$ cat src/rtl/core/cam_pkg.sv
// ----------------------------------------------------------------------------
// cam_pkg: shared types and constants of the CSI amplitude motion detector
// Item types of both channels, the configuration set and its register
// indexes, reset values and the sample magnitude helper.
// ----------------------------------------------------------------------------
package cam_pkg;

    localparam int AMP_W       = 14;
    localparam int AMP_MAX     = 16383;
    localparam int SAMPLE_W    = 8;
    localparam int CFG_IDX_W   = 2;
    localparam int CFG_DATA_W  = 16;
    localparam int QUEUE_DEPTH = 4;

    localparam logic [CFG_IDX_W-1:0] CFG_DEV_THRESHOLD = 2'd0;
    localparam logic [CFG_IDX_W-1:0] CFG_PEAKS_TRIGGER = 2'd1;
    localparam logic [CFG_IDX_W-1:0] CFG_TIME_WINDOW   = 2'd2;
    localparam logic [CFG_IDX_W-1:0] CFG_COOLDOWN      = 2'd3;

    localparam logic [13:0] RST_DEV_THRESHOLD = 14'd45;
    localparam logic [7:0]  RST_PEAKS_TRIGGER = 8'd5;
    localparam logic [15:0] RST_TIME_WINDOW   = 16'd50;
    localparam logic [15:0] RST_COOLDOWN      = 16'd100;

    localparam logic [7:0]  PEAK_CNT_MAX   = 8'hFF;
    localparam logic [15:0] WINDOW_CNT_MAX = 16'hFFFF;

    typedef struct packed {
        logic signed [SAMPLE_W-1:0] imag_part;
        logic signed [SAMPLE_W-1:0] real_part;
        logic                       pair_valid;
        logic                       frame_end;
    } sample_t;

    typedef struct packed {
        logic [AMP_W-1:0] frame_amplitude;
        logic [AMP_W-1:0] window_average;
        logic [AMP_W-1:0] amplitude_deviation;
        logic             motion_detected;
        logic             cooling_down;
    } result_t;

    typedef struct packed {
        logic [13:0] deviation_threshold;
        logic [7:0]  peaks_to_trigger;
        logic [15:0] window_limit;
        logic [15:0] cooldown_limit;
    } cfg_t;

    function automatic logic [SAMPLE_W-1:0] mag8(input logic signed [SAMPLE_W-1:0] v);
        logic [SAMPLE_W-1:0] u;
        u = v;
        return u[SAMPLE_W-1] ? (~u + 1'b1) : u;
    endfunction

endpackage

$ cat src/rtl/core/cam_ram.sv
// ----------------------------------------------------------------------------
// cam_ram: generic single-write, single-read RAM
// One write port and one read port with a registered, enabled read.
// ----------------------------------------------------------------------------
module cam_ram #(
    parameter int WIDTH = 14,
    parameter int DEPTH = 20
) (
    input  logic                     clk,
    input  logic                     wr_en,
    input  logic [$clog2(DEPTH)-1:0] wr_addr,
    input  logic [WIDTH-1:0]         wr_data,
    input  logic                     rd_en,
    input  logic [$clog2(DEPTH)-1:0] rd_addr,
    output logic [WIDTH-1:0]         rd_data
);

    logic [WIDTH-1:0] mem_reg [DEPTH];
    logic [WIDTH-1:0] rd_data_reg;

    always_ff @(posedge clk)
    begin
        if (wr_en)
        begin
            mem_reg[wr_addr] <= wr_data;
        end
        if (rd_en)
        begin
            rd_data_reg <= mem_reg[rd_addr];
        end
    end

    assign rd_data = rd_data_reg;

endmodule

$ cat src/rtl/core/cam_front.sv
// ----------------------------------------------------------------------------
// cam_front: frame accumulator
// Sums |I|+|Q| of the valid pairs of a frame up to the pair limit, with
// saturation, and hands the frame amplitude on at the end of the frame.
// ----------------------------------------------------------------------------
module cam_front #(
    parameter int MAX_PAIRS = 32
) (
    input  logic                       clk,
    input  logic                       rst_n,
    input  logic                       take,
    input  cam_pkg::sample_t           sample,
    output logic                       push,
    output logic [cam_pkg::AMP_W-1:0]  push_amp
);

    localparam int PAIR_W = $clog2(MAX_PAIRS + 1);

    logic [cam_pkg::AMP_W-1:0] acc_reg, acc_next, acc_upd;
    logic [PAIR_W-1:0]         pairs_reg, pairs_next, pairs_upd;
    logic                      count_ok;
    logic [cam_pkg::AMP_W:0]   sum;

    always_comb
    begin
        count_ok = sample.pair_valid && (pairs_reg < PAIR_W'(MAX_PAIRS));
        sum = {1'b0, acc_reg}
            + (cam_pkg::AMP_W + 1)'(cam_pkg::mag8(sample.imag_part))
            + (cam_pkg::AMP_W + 1)'(cam_pkg::mag8(sample.real_part));
        if (count_ok)
        begin
            acc_upd   = (sum > (cam_pkg::AMP_W + 1)'(cam_pkg::AMP_MAX))
                      ? cam_pkg::AMP_W'(cam_pkg::AMP_MAX) : sum[cam_pkg::AMP_W-1:0];
            pairs_upd = pairs_reg + 1'b1;
        end
        else
        begin
            acc_upd   = acc_reg;
            pairs_upd = pairs_reg;
        end

        acc_next   = acc_reg;
        pairs_next = pairs_reg;
        if (take)
        begin
            if (sample.frame_end)
            begin
                acc_next   = '0;
                pairs_next = '0;
            end
            else
            begin
                acc_next   = acc_upd;
                pairs_next = pairs_upd;
            end
        end
    end

    always_ff @(posedge clk or negedge rst_n)
    begin
        if (!rst_n)
        begin
            acc_reg   <= '0;
            pairs_reg <= '0;
        end
        else
        begin
            acc_reg   <= acc_next;
            pairs_reg <= pairs_next;
        end
    end

    assign push     = take && sample.frame_end;
    assign push_amp = acc_upd;

endmodule

$ cat src/rtl/core/cam_queue.sv
// ----------------------------------------------------------------------------
// cam_queue: frame amplitude queue
// Short register FIFO between the accumulator and the detection pipeline.
// ----------------------------------------------------------------------------
module cam_queue (
    input  logic                       clk,
    input  logic                       rst_n,
    input  logic                       push,
    input  logic [cam_pkg::AMP_W-1:0]  push_data,
    output logic                       full,
    input  logic                       pop,
    output logic [cam_pkg::AMP_W-1:0]  pop_data,
    output logic                       empty
);

    localparam int PTR_W = $clog2(cam_pkg::QUEUE_DEPTH);
    localparam int CNT_W = $clog2(cam_pkg::QUEUE_DEPTH + 1);

    logic [cam_pkg::AMP_W-1:0] slot_reg [cam_pkg::QUEUE_DEPTH];
    logic [PTR_W-1:0]          wr_ptr_reg, wr_ptr_next;
    logic [PTR_W-1:0]          rd_ptr_reg, rd_ptr_next;
    logic [CNT_W-1:0]          count_reg, count_next;

    always_comb
    begin
        wr_ptr_next = push ? wr_ptr_reg + 1'b1 : wr_ptr_reg;
        rd_ptr_next = pop ? rd_ptr_reg + 1'b1 : rd_ptr_reg;
        count_next  = count_reg;
        if (push && !pop)
        begin
            count_next = count_reg + 1'b1;
        end
        else if (pop && !push)
        begin
            count_next = count_reg - 1'b1;
        end
    end

    always_ff @(posedge clk or negedge rst_n)
    begin
        if (!rst_n)
        begin
            wr_ptr_reg <= '0;
            rd_ptr_reg <= '0;
            count_reg  <= '0;
        end
        else
        begin
            wr_ptr_reg <= wr_ptr_next;
            rd_ptr_reg <= rd_ptr_next;
            count_reg  <= count_next;
        end
    end

    always_ff @(posedge clk)
    begin
        if (push)
        begin
            slot_reg[wr_ptr_reg] <= push_data;
        end
    end

    assign full     = (count_reg == CNT_W'(cam_pkg::QUEUE_DEPTH));
    assign empty    = (count_reg == '0);
    assign pop_data = slot_reg[rd_ptr_reg];

endmodule

$ cat src/rtl/core/cam_back.sv
// ----------------------------------------------------------------------------
// cam_back: window and detection pipeline
// Ring read, running total, reciprocal average, deviation, then the
// cooldown, peak and time-window counters and the result register.
// ----------------------------------------------------------------------------
module cam_back #(
    parameter int WINDOW = 20
) (
    input  logic                       clk,
    input  logic                       rst_n,
    input  cam_pkg::cfg_t              cfg,
    input  logic                       q_empty,
    input  logic [cam_pkg::AMP_W-1:0]  q_data,
    output logic                       q_pop,
    output logic                       result_valid,
    input  logic                       result_stall,
    output cam_pkg::result_t           result
);

    localparam int AW      = cam_pkg::AMP_W;
    localparam int POS_W   = $clog2(WINDOW);
    localparam int SEEN_W  = $clog2(WINDOW + 1);
    localparam int TOT_W   = $clog2(WINDOW * cam_pkg::AMP_MAX + 1);
    localparam int SHIFT   = TOT_W + $clog2(WINDOW);
    localparam int RECIP_W = TOT_W + 2;
    localparam int PROD_W  = TOT_W + RECIP_W;
    localparam logic [RECIP_W-1:0] RECIP =
        RECIP_W'(((64'd1 << SHIFT) + 64'(WINDOW) - 64'd1) / 64'(WINDOW));

    logic              advance;
    logic [POS_W-1:0]  pos_reg;
    logic [SEEN_W-1:0] seen_reg;
    logic              warm0;

    logic              s1_valid_reg, s1_warm_reg;
    logic [AW-1:0]     s1_amp_reg;
    logic [POS_W-1:0]  s1_pos_reg;
    logic [AW-1:0]     ring_rd, ring_old;
    logic [TOT_W-1:0]  total_reg, total_next;

    logic              s2_valid_reg, s2_warm_reg;
    logic [AW-1:0]     s2_amp_reg;

    logic              s3_valid_reg, s3_warm_reg;
    logic [AW-1:0]     s3_amp_reg;
    logic [PROD_W-1:0] s3_prod_reg;
    logic [AW-1:0]     avg;

    logic              s4_valid_reg, s4_warm_reg;
    logic [AW-1:0]     s4_amp_reg, s4_avg_reg, s4_dev_reg;

    logic [7:0]        peak_reg, peak_next, peak_upd;
    logic [15:0]       wcnt_reg, wcnt_next, wcnt_upd;
    logic [15:0]       cool_reg, cool_next;
    logic              cooling, trigger, window_done, do_ctl;

    logic              result_valid_reg, result_valid_next;
    cam_pkg::result_t  result_reg;

    assign advance = !result_valid_reg || !result_stall;
    assign q_pop   = advance && !q_empty;
    assign warm0   = (seen_reg == SEEN_W'(WINDOW));

    cam_ram #(
        .WIDTH (AW),
        .DEPTH (WINDOW)
    ) u_ring (
        .clk     (clk),
        .wr_en   (advance && s1_valid_reg),
        .wr_addr (s1_pos_reg),
        .wr_data (s1_amp_reg),
        .rd_en   (q_pop),
        .rd_addr (pos_reg),
        .rd_data (ring_rd)
    );

    assign ring_old   = s1_warm_reg ? ring_rd : '0;
    assign total_next = total_reg - TOT_W'(ring_old) + TOT_W'(s1_amp_reg);
    assign avg        = s3_prod_reg[SHIFT +: AW];

    always_comb
    begin
        cooling     = (cool_reg != '0);
        peak_upd    = ((s4_dev_reg > cfg.deviation_threshold)
                       && (peak_reg != cam_pkg::PEAK_CNT_MAX))
                    ? peak_reg + 1'b1 : peak_reg;
        wcnt_upd    = (wcnt_reg != cam_pkg::WINDOW_CNT_MAX) ? wcnt_reg + 1'b1 : wcnt_reg;
        trigger     = (peak_upd >= cfg.peaks_to_trigger);
        window_done = (wcnt_upd >= cfg.window_limit);
        do_ctl      = advance && s4_valid_reg && s4_warm_reg;

        peak_next = peak_reg;
        wcnt_next = wcnt_reg;
        cool_next = cool_reg;
        if (do_ctl)
        begin
            priority if (cooling)
            begin
                cool_next = cool_reg - 1'b1;
            end
            else if (trigger)
            begin
                peak_next = '0;
                wcnt_next = '0;
                cool_next = cfg.cooldown_limit;
            end
            else if (window_done)
            begin
                peak_next = '0;
                wcnt_next = '0;
            end
            else
            begin
                peak_next = peak_upd;
                wcnt_next = wcnt_upd;
            end
        end

        result_valid_next = advance ? (s4_valid_reg && s4_warm_reg) : result_valid_reg;
    end

    always_ff @(posedge clk or negedge rst_n)
    begin
        if (!rst_n)
        begin
            pos_reg          <= '0;
            seen_reg         <= '0;
            s1_valid_reg     <= 1'b0;
            s2_valid_reg     <= 1'b0;
            s3_valid_reg     <= 1'b0;
            s4_valid_reg     <= 1'b0;
            total_reg        <= '0;
            peak_reg         <= '0;
            wcnt_reg         <= '0;
            cool_reg         <= '0;
            result_valid_reg <= 1'b0;
        end
        else
        begin
            if (q_pop)
            begin
                pos_reg  <= (pos_reg == POS_W'(WINDOW - 1)) ? '0 : pos_reg + 1'b1;
                seen_reg <= warm0 ? seen_reg : seen_reg + 1'b1;
            end
            if (advance)
            begin
                s1_valid_reg <= q_pop;
                s2_valid_reg <= s1_valid_reg;
                s3_valid_reg <= s2_valid_reg;
                s4_valid_reg <= s3_valid_reg;
                if (s1_valid_reg)
                begin
                    total_reg <= total_next;
                end
            end
            peak_reg         <= peak_next;
            wcnt_reg         <= wcnt_next;
            cool_reg         <= cool_next;
            result_valid_reg <= result_valid_next;
        end
    end

    always_ff @(posedge clk)
    begin
        if (advance)
        begin
            s1_amp_reg  <= q_data;
            s1_pos_reg  <= pos_reg;
            s1_warm_reg <= warm0;
            s2_amp_reg  <= s1_amp_reg;
            s2_warm_reg <= s1_warm_reg;
            s3_amp_reg  <= s2_amp_reg;
            s3_warm_reg <= s2_warm_reg;
            s3_prod_reg <= PROD_W'(total_reg) * PROD_W'(RECIP);
            s4_amp_reg  <= s3_amp_reg;
            s4_warm_reg <= s3_warm_reg;
            s4_avg_reg  <= avg;
            s4_dev_reg  <= (s3_amp_reg > avg) ? s3_amp_reg - avg : avg - s3_amp_reg;
            result_reg.frame_amplitude     <= s4_amp_reg;
            result_reg.window_average      <= s4_avg_reg;
            result_reg.amplitude_deviation <= s4_dev_reg;
            result_reg.motion_detected     <= !cooling && trigger;
            result_reg.cooling_down        <= cooling;
        end
    end

    assign result_valid = result_valid_reg;
    assign result       = result_reg;

endmodule

$ cat src/rtl/core/csi_amplitude_motion_detector.sv
// ----------------------------------------------------------------------------
// csi_amplitude_motion_detector: CSI amplitude motion detector top level
// Frame accumulator, amplitude queue, detection pipeline and configuration.
// ----------------------------------------------------------------------------
// The block takes one I/Q sample pair every clock while sample_stall is low,
// and gives one result for each frame after the first WINDOW frames. After
// its last pair is taken, a frame passes the queue, then the ring read as the
// frame amplitude leaves the queue, running total, reciprocal multiply,
// deviation, counters and result register. A stalled result holds the whole
// detection pipeline; the four-entry queue keeps taking frames meanwhile and
// the input stalls only once it is full. The ring is a RAM of WINDOW entries
// that needs no clearing pass after reset; the block takes items from the
// first cycle out of reset. Configuration writes are taken in any cycle, and
// belong in idle periods only.
module csi_amplitude_motion_detector #(
    parameter int WINDOW    = 20,
    parameter int MAX_PAIRS = 32
) (
    input  logic                              clk,
    input  logic                              rst_n,
    input  logic                              sample_valid,
    output logic                              sample_stall,
    input  cam_pkg::sample_t                  sample,
    output logic                              result_valid,
    input  logic                              result_stall,
    output cam_pkg::result_t                  result,
    input  logic                              cfg_valid,
    output logic                              cfg_ready,
    input  logic [cam_pkg::CFG_IDX_W-1:0]     cfg_index,
    input  logic [cam_pkg::CFG_DATA_W-1:0]    cfg_data
);

    cam_pkg::cfg_t             cfg_reg, cfg_next;
    logic                      take;
    logic                      q_push, q_full, q_pop, q_empty;
    logic [cam_pkg::AMP_W-1:0] q_push_data, q_pop_data;

    assign cfg_ready    = 1'b1;
    assign sample_stall = q_full;
    assign take         = sample_valid && !sample_stall;

    always_comb
    begin
        cfg_next = cfg_reg;
        if (cfg_valid && cfg_ready)
        begin
            unique case (cfg_index)
                cam_pkg::CFG_DEV_THRESHOLD: cfg_next.deviation_threshold = cfg_data[13:0];
                cam_pkg::CFG_PEAKS_TRIGGER: cfg_next.peaks_to_trigger    = cfg_data[7:0];
                cam_pkg::CFG_TIME_WINDOW:   cfg_next.window_limit        = cfg_data;
                cam_pkg::CFG_COOLDOWN:      cfg_next.cooldown_limit      = cfg_data;
                default:                    cfg_next = cfg_reg;
            endcase
        end
    end

    always_ff @(posedge clk or negedge rst_n)
    begin
        if (!rst_n)
        begin
            cfg_reg.deviation_threshold <= cam_pkg::RST_DEV_THRESHOLD;
            cfg_reg.peaks_to_trigger    <= cam_pkg::RST_PEAKS_TRIGGER;
            cfg_reg.window_limit        <= cam_pkg::RST_TIME_WINDOW;
            cfg_reg.cooldown_limit      <= cam_pkg::RST_COOLDOWN;
        end
        else
        begin
            cfg_reg <= cfg_next;
        end
    end

    cam_front #(
        .MAX_PAIRS (MAX_PAIRS)
    ) u_front (
        .clk      (clk),
        .rst_n    (rst_n),
        .take     (take),
        .sample   (sample),
        .push     (q_push),
        .push_amp (q_push_data)
    );

    cam_queue u_queue (
        .clk       (clk),
        .rst_n     (rst_n),
        .push      (q_push),
        .push_data (q_push_data),
        .full      (q_full),
        .pop       (q_pop),
        .pop_data  (q_pop_data),
        .empty     (q_empty)
    );

    cam_back #(
        .WINDOW (WINDOW)
    ) u_back (
        .clk          (clk),
        .rst_n        (rst_n),
        .cfg          (cfg_reg),
        .q_empty      (q_empty),
        .q_data       (q_pop_data),
        .q_pop        (q_pop),
        .result_valid (result_valid),
        .result_stall (result_stall),
        .result       (result)
    );

    a_no_queue_overflow: assert property (@(posedge clk) disable iff (!rst_n)
        q_push |-> !q_full)
        else $error("frame queue written while full");

    a_detect_not_cooling: assert property (@(posedge clk) disable iff (!rst_n)
        result_valid |-> !(result.motion_detected && result.cooling_down))
        else $error("detection reported on a cooldown frame");

    a_deviation_match: assert property (@(posedge clk) disable iff (!rst_n)
        result_valid |-> (result.amplitude_deviation ==
            ((result.frame_amplitude > result.window_average)
             ? result.frame_amplitude - result.window_average
             : result.window_average - result.frame_amplitude)))
        else $error("deviation does not match amplitude and average");

endmodule
$ cat config.mk
export PLATFORM = sky130hd
export DESIGN_NAME = csi_amplitude_motion_detector
export DESIGN_NICKNAME = d
export VERILOG_FILES = /design/src/rtl/core/cam_pkg.sv /design/src/rtl/core/cam_ram.sv /design/src/rtl/core/cam_front.sv /design/src/rtl/core/cam_queue.sv /design/src/rtl/core/cam_back.sv /design/src/rtl/core/csi_amplitude_motion_detector.sv
export SDC_FILE = /design/constraint.sdc
export NUM_CORES = 1
export LEC_CHECK = 0
export ABC_AREA = 0
export ABC_CLOCK_PERIOD_IN_PS = 18300
export CELL_PAD_IN_SITES_DETAIL_PLACEMENT = 2
export CELL_PAD_IN_SITES_GLOBAL_PLACEMENT = 2
export CORE_ASPECT_RATIO = 0.6
export CORE_UTILIZATION = 30
export DETAILED_ROUTE_END_ITERATION = 7
export DONT_BUFFER_PORTS = 1
export GPL_ROUTABILITY_DRIVEN = 1
export GPL_TIMING_DRIVEN = 0
export PLACE_DENSITY = 0.63
export SETUP_SLACK_MARGIN = 0.1
export SYNTH_ARGS = -nofsm -noshare
export SYNTH_HDL_FRONTEND = slang
export SYNTH_SLANG_ARGS = --single-unit
$ cat constraint.sdc
create_clock -name clk -period 18.3 [get_ports clk]
set_clock_uncertainty 0.1 [all_clocks]
set_input_delay 2.745 -clock clk [delete_from_list [all_inputs] [get_ports clk]]
set_output_delay 2.745 -clock clk [all_outputs]
set_load 0.05 [all_outputs]
==> impl_metrics.py, run 1 <==
metrics = {
    "synth": {
        "yosys.area_share.adder_pct": 16.0,
        "ys_seq_area_share_pct": 54.9,
        "syn_nets": 2942,
        "synth-compound-area-share_pct": 6.35,
        "syn-cell-area_um2": 34500,
        "synthCells": 2536,
        "syn_area_per_cell_um2": 13.6,
        "synth.area.mux_share_pct": 9.14,
        "async_flop_share_pct": 23.6,
        "synthXorXnorAreaFrac_pct": 2.29,
        "synth_edf_count": 501,
        "synth_seq_cells": 656,
        "synth_cell_types": 76,
        "synthSimpleGateAreaFrac_pct": 6.50,
        "synth_top_family_by_area": "adder cells",
        "yosysWarnings": 0,
        "ys.flop_type": "edfxtp_1",
    },
    "clocking": {
        "post_cts_resized": 0,
        "clk_latency_ns": 0.65,
        "cts_buffers": 66,
        "cts.sinks": 656,
        "cts-root-buf": "clkbuf_16",
        "htreeDepth": 3,
        "cts_buffer_depth": 3,
        "cts_tree": "yes",
        "cts_hold_buf": 0,
        "path_clk_slew_ns": 0.07,
        "post_cts_buffers": 0,
    },
    "critical_path": {
        "cp-end-kind": "flip-flop",
        "r2r_slack_ns": 10.86,
        "criticalPathCategory": "flip-flop to flip-flop",
        "worst_ep_required_time_ns": 18.70,
        "crit_top_cell": "inv_1",
        "worstSetupStartpointType": "flip-flop",
        "path_cells": "inv_1 -> ha_1 -> fa_1 -> inv_1 -> fa_1 -> inv_1 -> fa_1 -> inv_1 -> fa_1 -> inv_1 -> fa_1 -> inv_1 -> ha_1 -> a21oi_1 -> o21ai_0 -> a221oi_1 -> o21ai_0 -> o21ai_0 -> a21oi_1 -> or4_1 -> nand3_1",
        "slowest_stage": "fa_1",
        "cp.arrival_ns": 7.84,
        "cp_max_fo": 5,
        "slowest_delay_ns": 0.68,
    },
    "drt": {
        "drt_iter0_drc": 1462,
        "wl_um": 101000,
        "drc": 0,
        "wl_per_cell_um": 24.1,
        "vias": 20800,
        "via_per_inst": 4.99,
        "firstDrtPassIters": 5,
        "antenna_left": 0,
    },
    "floorplan": {
        "initial_core_util_pct": 30.5,
        "num_rows": 95,
        "fp.dieH_um": 265,
        "die_w_um": 440,
        "die_area_um2": 116000,
        "core_area_um2": 113000,
        "pin_count": 88,
    },
    "grt": {
        "grt.met3_usage_pct": 3.54,
        "grt_max_degree": 156,
        "use_met2_pct": 25.5,
        "grt_remaining_overflow": 0,
        "use_met1_pct": 26.7,
        "grt_pass1_wl_um": 151000,
        "antenna_found_initial": 11,
        "track_usage_pct": 17.5,
        "grt_pass1_vias": 23000,
        "grt_busiest_layer": "met1",
    },
    "cells_and_area": {
        "area_growth_pct": 12.1,
        "drive_gt1_share_pct": 12.6,
        "multi_input_area_um2": 13900,
        "largest_reg_flops": 280,
        "fin_nets": 3020,
        "post-route-util_pct": 34.2,
        "fill_cells": 11600,
        "seq_area_um2": 18900,
    },
    "sta": {
        "min_period_ns": 7.44,
        "hold_viol_final": 0,
        "setup_viol": 0,
        "setup_ws_ns": 10.86,
        "fmaxAchievable_mhz": 134,
        "fin_hold_ws_ns": 0.323,
        "maxSlewViolCount": 0,
        "rsz0062_at_grt": "no",
        "maxSlewHeadroom_pct": 22.1,
        "worst-slew-pin-transition_ns": 1.17,
        "finalSetupTns_ns": 0,
        "post-route-period-util_pct": 40.7,
    },
    "placement": {
        "preCtsSetupSlack_ns": 10.90,
        "gp_congestion": 0.836,
        "hpwl_um": 75700,
        "port_buffers": 0,
    },
    "flow_run": {
        "drv_cap": 0,
    },
    "run_status": {
        "status": "finished, final reports clean",
    },
    "min_path": {
        "hold_class": "flip-flop to flip-flop",
    },
}
placed cells by master (no fill, tap or decap), types with 12 or more instances in the layout:
| cell type | synthesis | layout |
|---|---|---|
| nand4_1 | 18 | 18 |
| o21ai_0 | 96 | 96 |
| ha_1 | 240 | 240 |
| nor2_2 | 0 | 15 |
| xor2_1 | 27 | 27 |
| clkinv_2 | 0 | 14 |
| nand3_1 | 47 | 47 |
| a21o_1 | 39 | 39 |
| fa_1 | 125 | 125 |
| o21a_1 | 12 | 12 |
| mux2_2 | 67 | 67 |
| inv_1 | 378 | 378 |
| clkbuf_16 | 0 | 68 |
| mux4_2 | 98 | 98 |
| edfxtp_1 | 501 | 501 |
| nor3_1 | 31 | 31 |
| nand2b_1 | 24 | 24 |
| a21oi_1 | 106 | 106 |
| dfrtp_1 | 143 | 143 |
| xnor2_1 | 63 | 63 |
| clkbuf_1 | 41 | 54 |
| nor2_1 | 111 | 96 |
| dfstp_2 | 12 | 12 |
| clkinv_1 | 3 | 13 |
| and2_1 | 22 | 22 |
| or2_2 | 17 | 17 |
| mux2i_1 | 19 | 19 |
| nand2_1 | 114 | 113 |
| or3_1 | 21 | 21 |
worst paths after layout:
path / endpoint / cells past startpoint / from
min: u_back.result[41]$_DFFE_PN_ / 0 / u_back.s4_amp_reg[11]$_DFFE_PN_
max reg2reg: u_back.s3_prod_reg[36]$_DFFE_PN_ / 21 / u_back.total_reg[8]$_DFFE_PN0P_
min reg2reg: u_back.result[41]$_DFFE_PN_ / 0 / u_back.s4_amp_reg[11]$_DFFE_PN_
max in group asynchronous: cfg_reg[42]$_DFFE_PN1P_ / 0 / rst_n
max: u_back.s3_prod_reg[36]$_DFFE_PN_ / 21 / u_back.total_reg[8]$_DFFE_PN0P_
min in group asynchronous: u_front.acc_reg[1]$_DFFE_PN0P_ / 0 / rst_n
kinds of logic after synthesis:
kind of cell               Yosys count
DFF                                656
and+or+nand+nor                    455
buffers and inverters              437
adders and majority gates          365
AOI/OAI and AO/OA                  348
muxes                              184
xor gates and xnor gates            90
other                                1
through the flow:
stage | area [um2] | std cells
after floorplan | 34500 | 2536
after global routing | 38700 | 4169
after CTS | 38700 | 4167
after detailed placement | 36500 | 4048
after global placement | 36400 | 4039
final | 38700 | 4169
critical path: cells and delay by family (launching register included):
kind | cells | cell delay (ns)
buffers and inverters | 6 | 0.69
and+or+nand+nor | 2 | 0.68
AOI/OAI and AO/OA | 6 | 1.67
DFF | 1 | 0.55
adders and majority gates | 7 | 3.58
metal layers:
metal | vias up | part of all wire [%]
met2 | 424 | 43
met5 | - | 0
met3 | 89 | 5.2
met1 | 11000 | 50
met4 | 0 | 1.6
li1 | 9224 | -
Yosys cell counts, types with 18 or more instances:
master / instances / area (um2)
inv_1: 378 / 1420
or3_1: 21 / 131
and2_1: 22 / 138
dfrtp_1: 143 / 3580
nand2b_1: 24 / 150
fa_1: 125 / 2500
xor2_1: 27 / 236
ha_1: 240 / 3000
a21oi_1: 106 / 531
nand2_1: 114 / 428
nor3_1: 31 / 155
a21o_1: 39 / 293
edfxtp_1: 501 / 15000
clkbuf_1: 41 / 154
nor2_1: 111 / 417
nand3_1: 47 / 235
nand4_1: 18 / 113
o21ai_0: 96 / 480
xnor2_1: 63 / 552
mux2_2: 67 / 754
mux2i_1: 19 / 190
mux4_2: 98 / 2210
final cells by class:
| cell class | instances | area share (%) |
|---|---|---|
| diodes | 1 | 0.00647 |
| well taps | 1503 | 4.86 |
| repair buffers | 10 | 0.346 |
| clock inverters | 38 | 0.922 |
| plain buffers | 56 | 0.618 |
| flip-flops and latches | 656 | 49.0 |
| inverters | 381 | 3.70 |
| clock buffers | 81 | 4.53 |
| multi-input cells | 1443 | 36.1 |
Power of run 1 is left out: the tool's default activity adds up to more than one toggle a clock period on the data nets, which glitch-free logic cannot reach.
==> run 2, diff against run 1 <==
--- a/config.mk
+++ b/config.mk
@@ -6,7 +6,7 @@
 export NUM_CORES = 1
 export LEC_CHECK = 0
 export ABC_AREA = 0
-export ABC_CLOCK_PERIOD_IN_PS = 18300
+export ABC_CLOCK_PERIOD_IN_PS = 7400
 export CELL_PAD_IN_SITES_DETAIL_PLACEMENT = 2
 export CELL_PAD_IN_SITES_GLOBAL_PLACEMENT = 2
 export CORE_ASPECT_RATIO = 0.6
==> constraint.sdc (replaced) <==
create_clock -name clk -period 7.4 [get_ports clk]
set_clock_uncertainty 0.1 [all_clocks]
set_input_delay 1.11 -clock clk [delete_from_list [all_inputs] [get_ports clk]]
set_output_delay 1.11 -clock clk [all_outputs]
set_load 0.05 [all_outputs]
==> impl_metrics.py, run 2 (synthesis gave the netlist of run 1 again) <==
metrics = {
    "clocking": {
        "htreeDepth": 3,
        "cts_hold_buf": 0,
        "cts_buffer_depth": 3,
        "cts.sinks": 656,
        "cts_buffers": 66,
        "post_cts_resized": 1,
        "cts-root-buf": "clkbuf_16",
        "clk_latency_ns": 0.65,
        "path_clk_slew_ns": 0.06,
        "cts_tree": "yes",
        "post_cts_buffers": 0,
    },
    "floorplan": {
        "num_rows": 95,
        "die_area_um2": 116000,
        "initial_core_util_pct": 30.5,
        "fp.dieH_um": 265,
        "core_area_um2": 113000,
        "pin_count": 88,
        "die_w_um": 440,
    },
    "sta": {
        "fmaxAchievable_mhz": 143,
        "hold_viol_final": 0,
        "worst-slew-pin-transition_ns": 1.19,
        "min_period_ns": 6.99,
        "setup_viol": 0,
        "post-route-period-util_pct": 94.5,
        "maxSlewHeadroom_pct": 20.6,
        "maxSlewViolCount": 0,
        "finalSetupTns_ns": 0,
        "setup_ws_ns": 0.406,
        "rsz0062_at_grt": "no",
    },
    "critical_path": {
        "worstSetupStartpointType": "flip-flop",
        "criticalPathCategory": "flip-flop to flip-flop",
        "crit_top_cell": "fa_1",
        "cp_max_fo": 5,
        "worst_ep_required_time_ns": 7.74,
        "crit_path_end": "u_back.s3_prod_reg[34]$_DFFE_PN_",
        "path_cells": "clkinvlp_4 -> ha_1 -> fa_1 -> inv_1 -> fa_1 -> fa_1 -> fa_1 -> inv_1 -> fa_1 -> inv_1 -> ha_1 -> nand4_1 -> nor2_1 -> o31ai_1 -> nor3_1 -> o21ai_2 -> a21boi_0 -> o21ai_0 -> a211oi_1",
        "slowest_delay_ns": 0.68,
        "slowest_stage": "fa_1",
        "cp.arrival_ns": 7.33,
        "r2r_start": "u_back.total_reg[8]$_DFFE_PN0P_",
        "r2r_end": "u_back.s3_prod_reg[34]$_DFFE_PN_",
        "cp-startpoint": "u_back.total_reg[8]$_DFFE_PN0P_",
        "r2r_slack_ns": 0.41,
        "cp-end-kind": "flip-flop",
        "r2r_cells": 19,
    },
    "drt": {
        "wl_per_cell_um": 24.1,
        "drc": 0,
        "vias": 20800,
        "drt_iter0_drc": 1464,
        "via_per_inst": 4.99,
        "antenna_left": 0,
        "firstDrtPassIters": 5,
        "wl_um": 101000,
    },
    "cells_and_area": {
        "area_growth_pct": 12.2,
        "largest_reg_flops": 280,
        "layout_commonest_cell": "edfxtp_1",
        "fill_cells": 11600,
        "drive_gt1_share_pct": 12.8,
        "post-route-util_pct": 34.3,
        "layout_common_cells": "edfxtp_1 (501), inv_1 (377), ha_1 (240)",
        "fin_nets": 3020,
    },
    "placement": {
        "preCtsSetupSlack_ns": 0.00331,
        "hpwl_um": 75700,
        "gp_congestion": 0.836,
        "port_buffers": 0,
    },
    "grt": {
        "grt_remaining_overflow": 0,
        "track_usage_pct": 17.5,
        "grt_pass1_vias": 23000,
        "grt_max_degree": 156,
        "grt_pass1_wl_um": 151000,
        "antenna_found_initial": 11,
    },
    "flow_run": {
        "drv_cap": 0,
    },
    "min_path": {
        "hold_class": "input port to asynchronous set/reset pin",
    },
    "run_status": {
        "status": "finished, final reports clean",
    },
}
## run 2: worst min-delay path by stage
stage / from / end / slack (ns) / cells past startpoint
floorplan: u_back.s4_avg_reg[0]$_DFFE_PN_ / u_back.result[16]$_DFFE_PN_ / 0.30 / 0
CTS: rst_n / u_front.acc_reg[1]$_DFFE_PN0P_ / 0.02 / 0
finish: rst_n / u_front.acc_reg[1]$_DFFE_PN0P_ / 0.07 / 0
global placement: u_back.s2_amp_reg[10]$_DFFE_PN_ / u_back.s3_amp_reg[10]$_DFFE_PN_ / 0.30 / 0
detailed placement: u_back.s4_amp_reg[11]$_DFFE_PN_ / u_back.result[41]$_DFFE_PN_ / 0.31 / 0
global route: rst_n / u_front.acc_reg[1]$_DFFE_PN0P_ / 0.03 / 0
## run 2: area by class of cell
type                            count  area [um2]  area share [%]
Inverter                          381        1430            3.71
Antenna cell                        1        2.50         0.00647
Clock inverter                     38         357           0.922
Buffer                             56         239           0.618
Multi-Input combinational cell   1443       13900            36.1
Timing Repair Buffer               10         134           0.346
Tap cell                         1503        1880            4.86
Sequential cell                   656       18900            49.0
Clock buffer                       81        1750            4.53
## run 2: metrics by stage
stage                     hold slack, ns  instances  area, um2
after floorplan                    0.300       2536      34500
after global placement             0.305       4039      36400
after detailed placement           0.308       4048      36500
after CTS                         0.0228       4167      38700
after global routing              0.0340       4169      38700
final                             0.0722       4169      38700
## run 2: worst max-delay path, delay by kind of cell (launching register included)
kind / cells / cell delay, ns
adder cells (fa/ha/maj): 7 / 3.64
AO/OA/AOI/OAI: 5 / 1.06
AND/OR/NAND/NOR: 3 / 0.93
buffers and inverters: 4 / 0.54
flip-flops: 1 / 0.51
## run 2: layer usage
metal | part of all wire [%] | routed length [um] | up-vias | GRT usage [%]
met3 | 5.1 | 5160 | 87 | 3.54
met1 | 50 | 50600 | 11100 | 26.7
met4 | 1.6 | 1580 | 0 | 3.66
li1 | - | - | 9223 | -
met2 | 43 | 43200 | 419 | 25.5
met5 | 0 | 0 | - | 0
Power of run 2 is left out for the same reason.
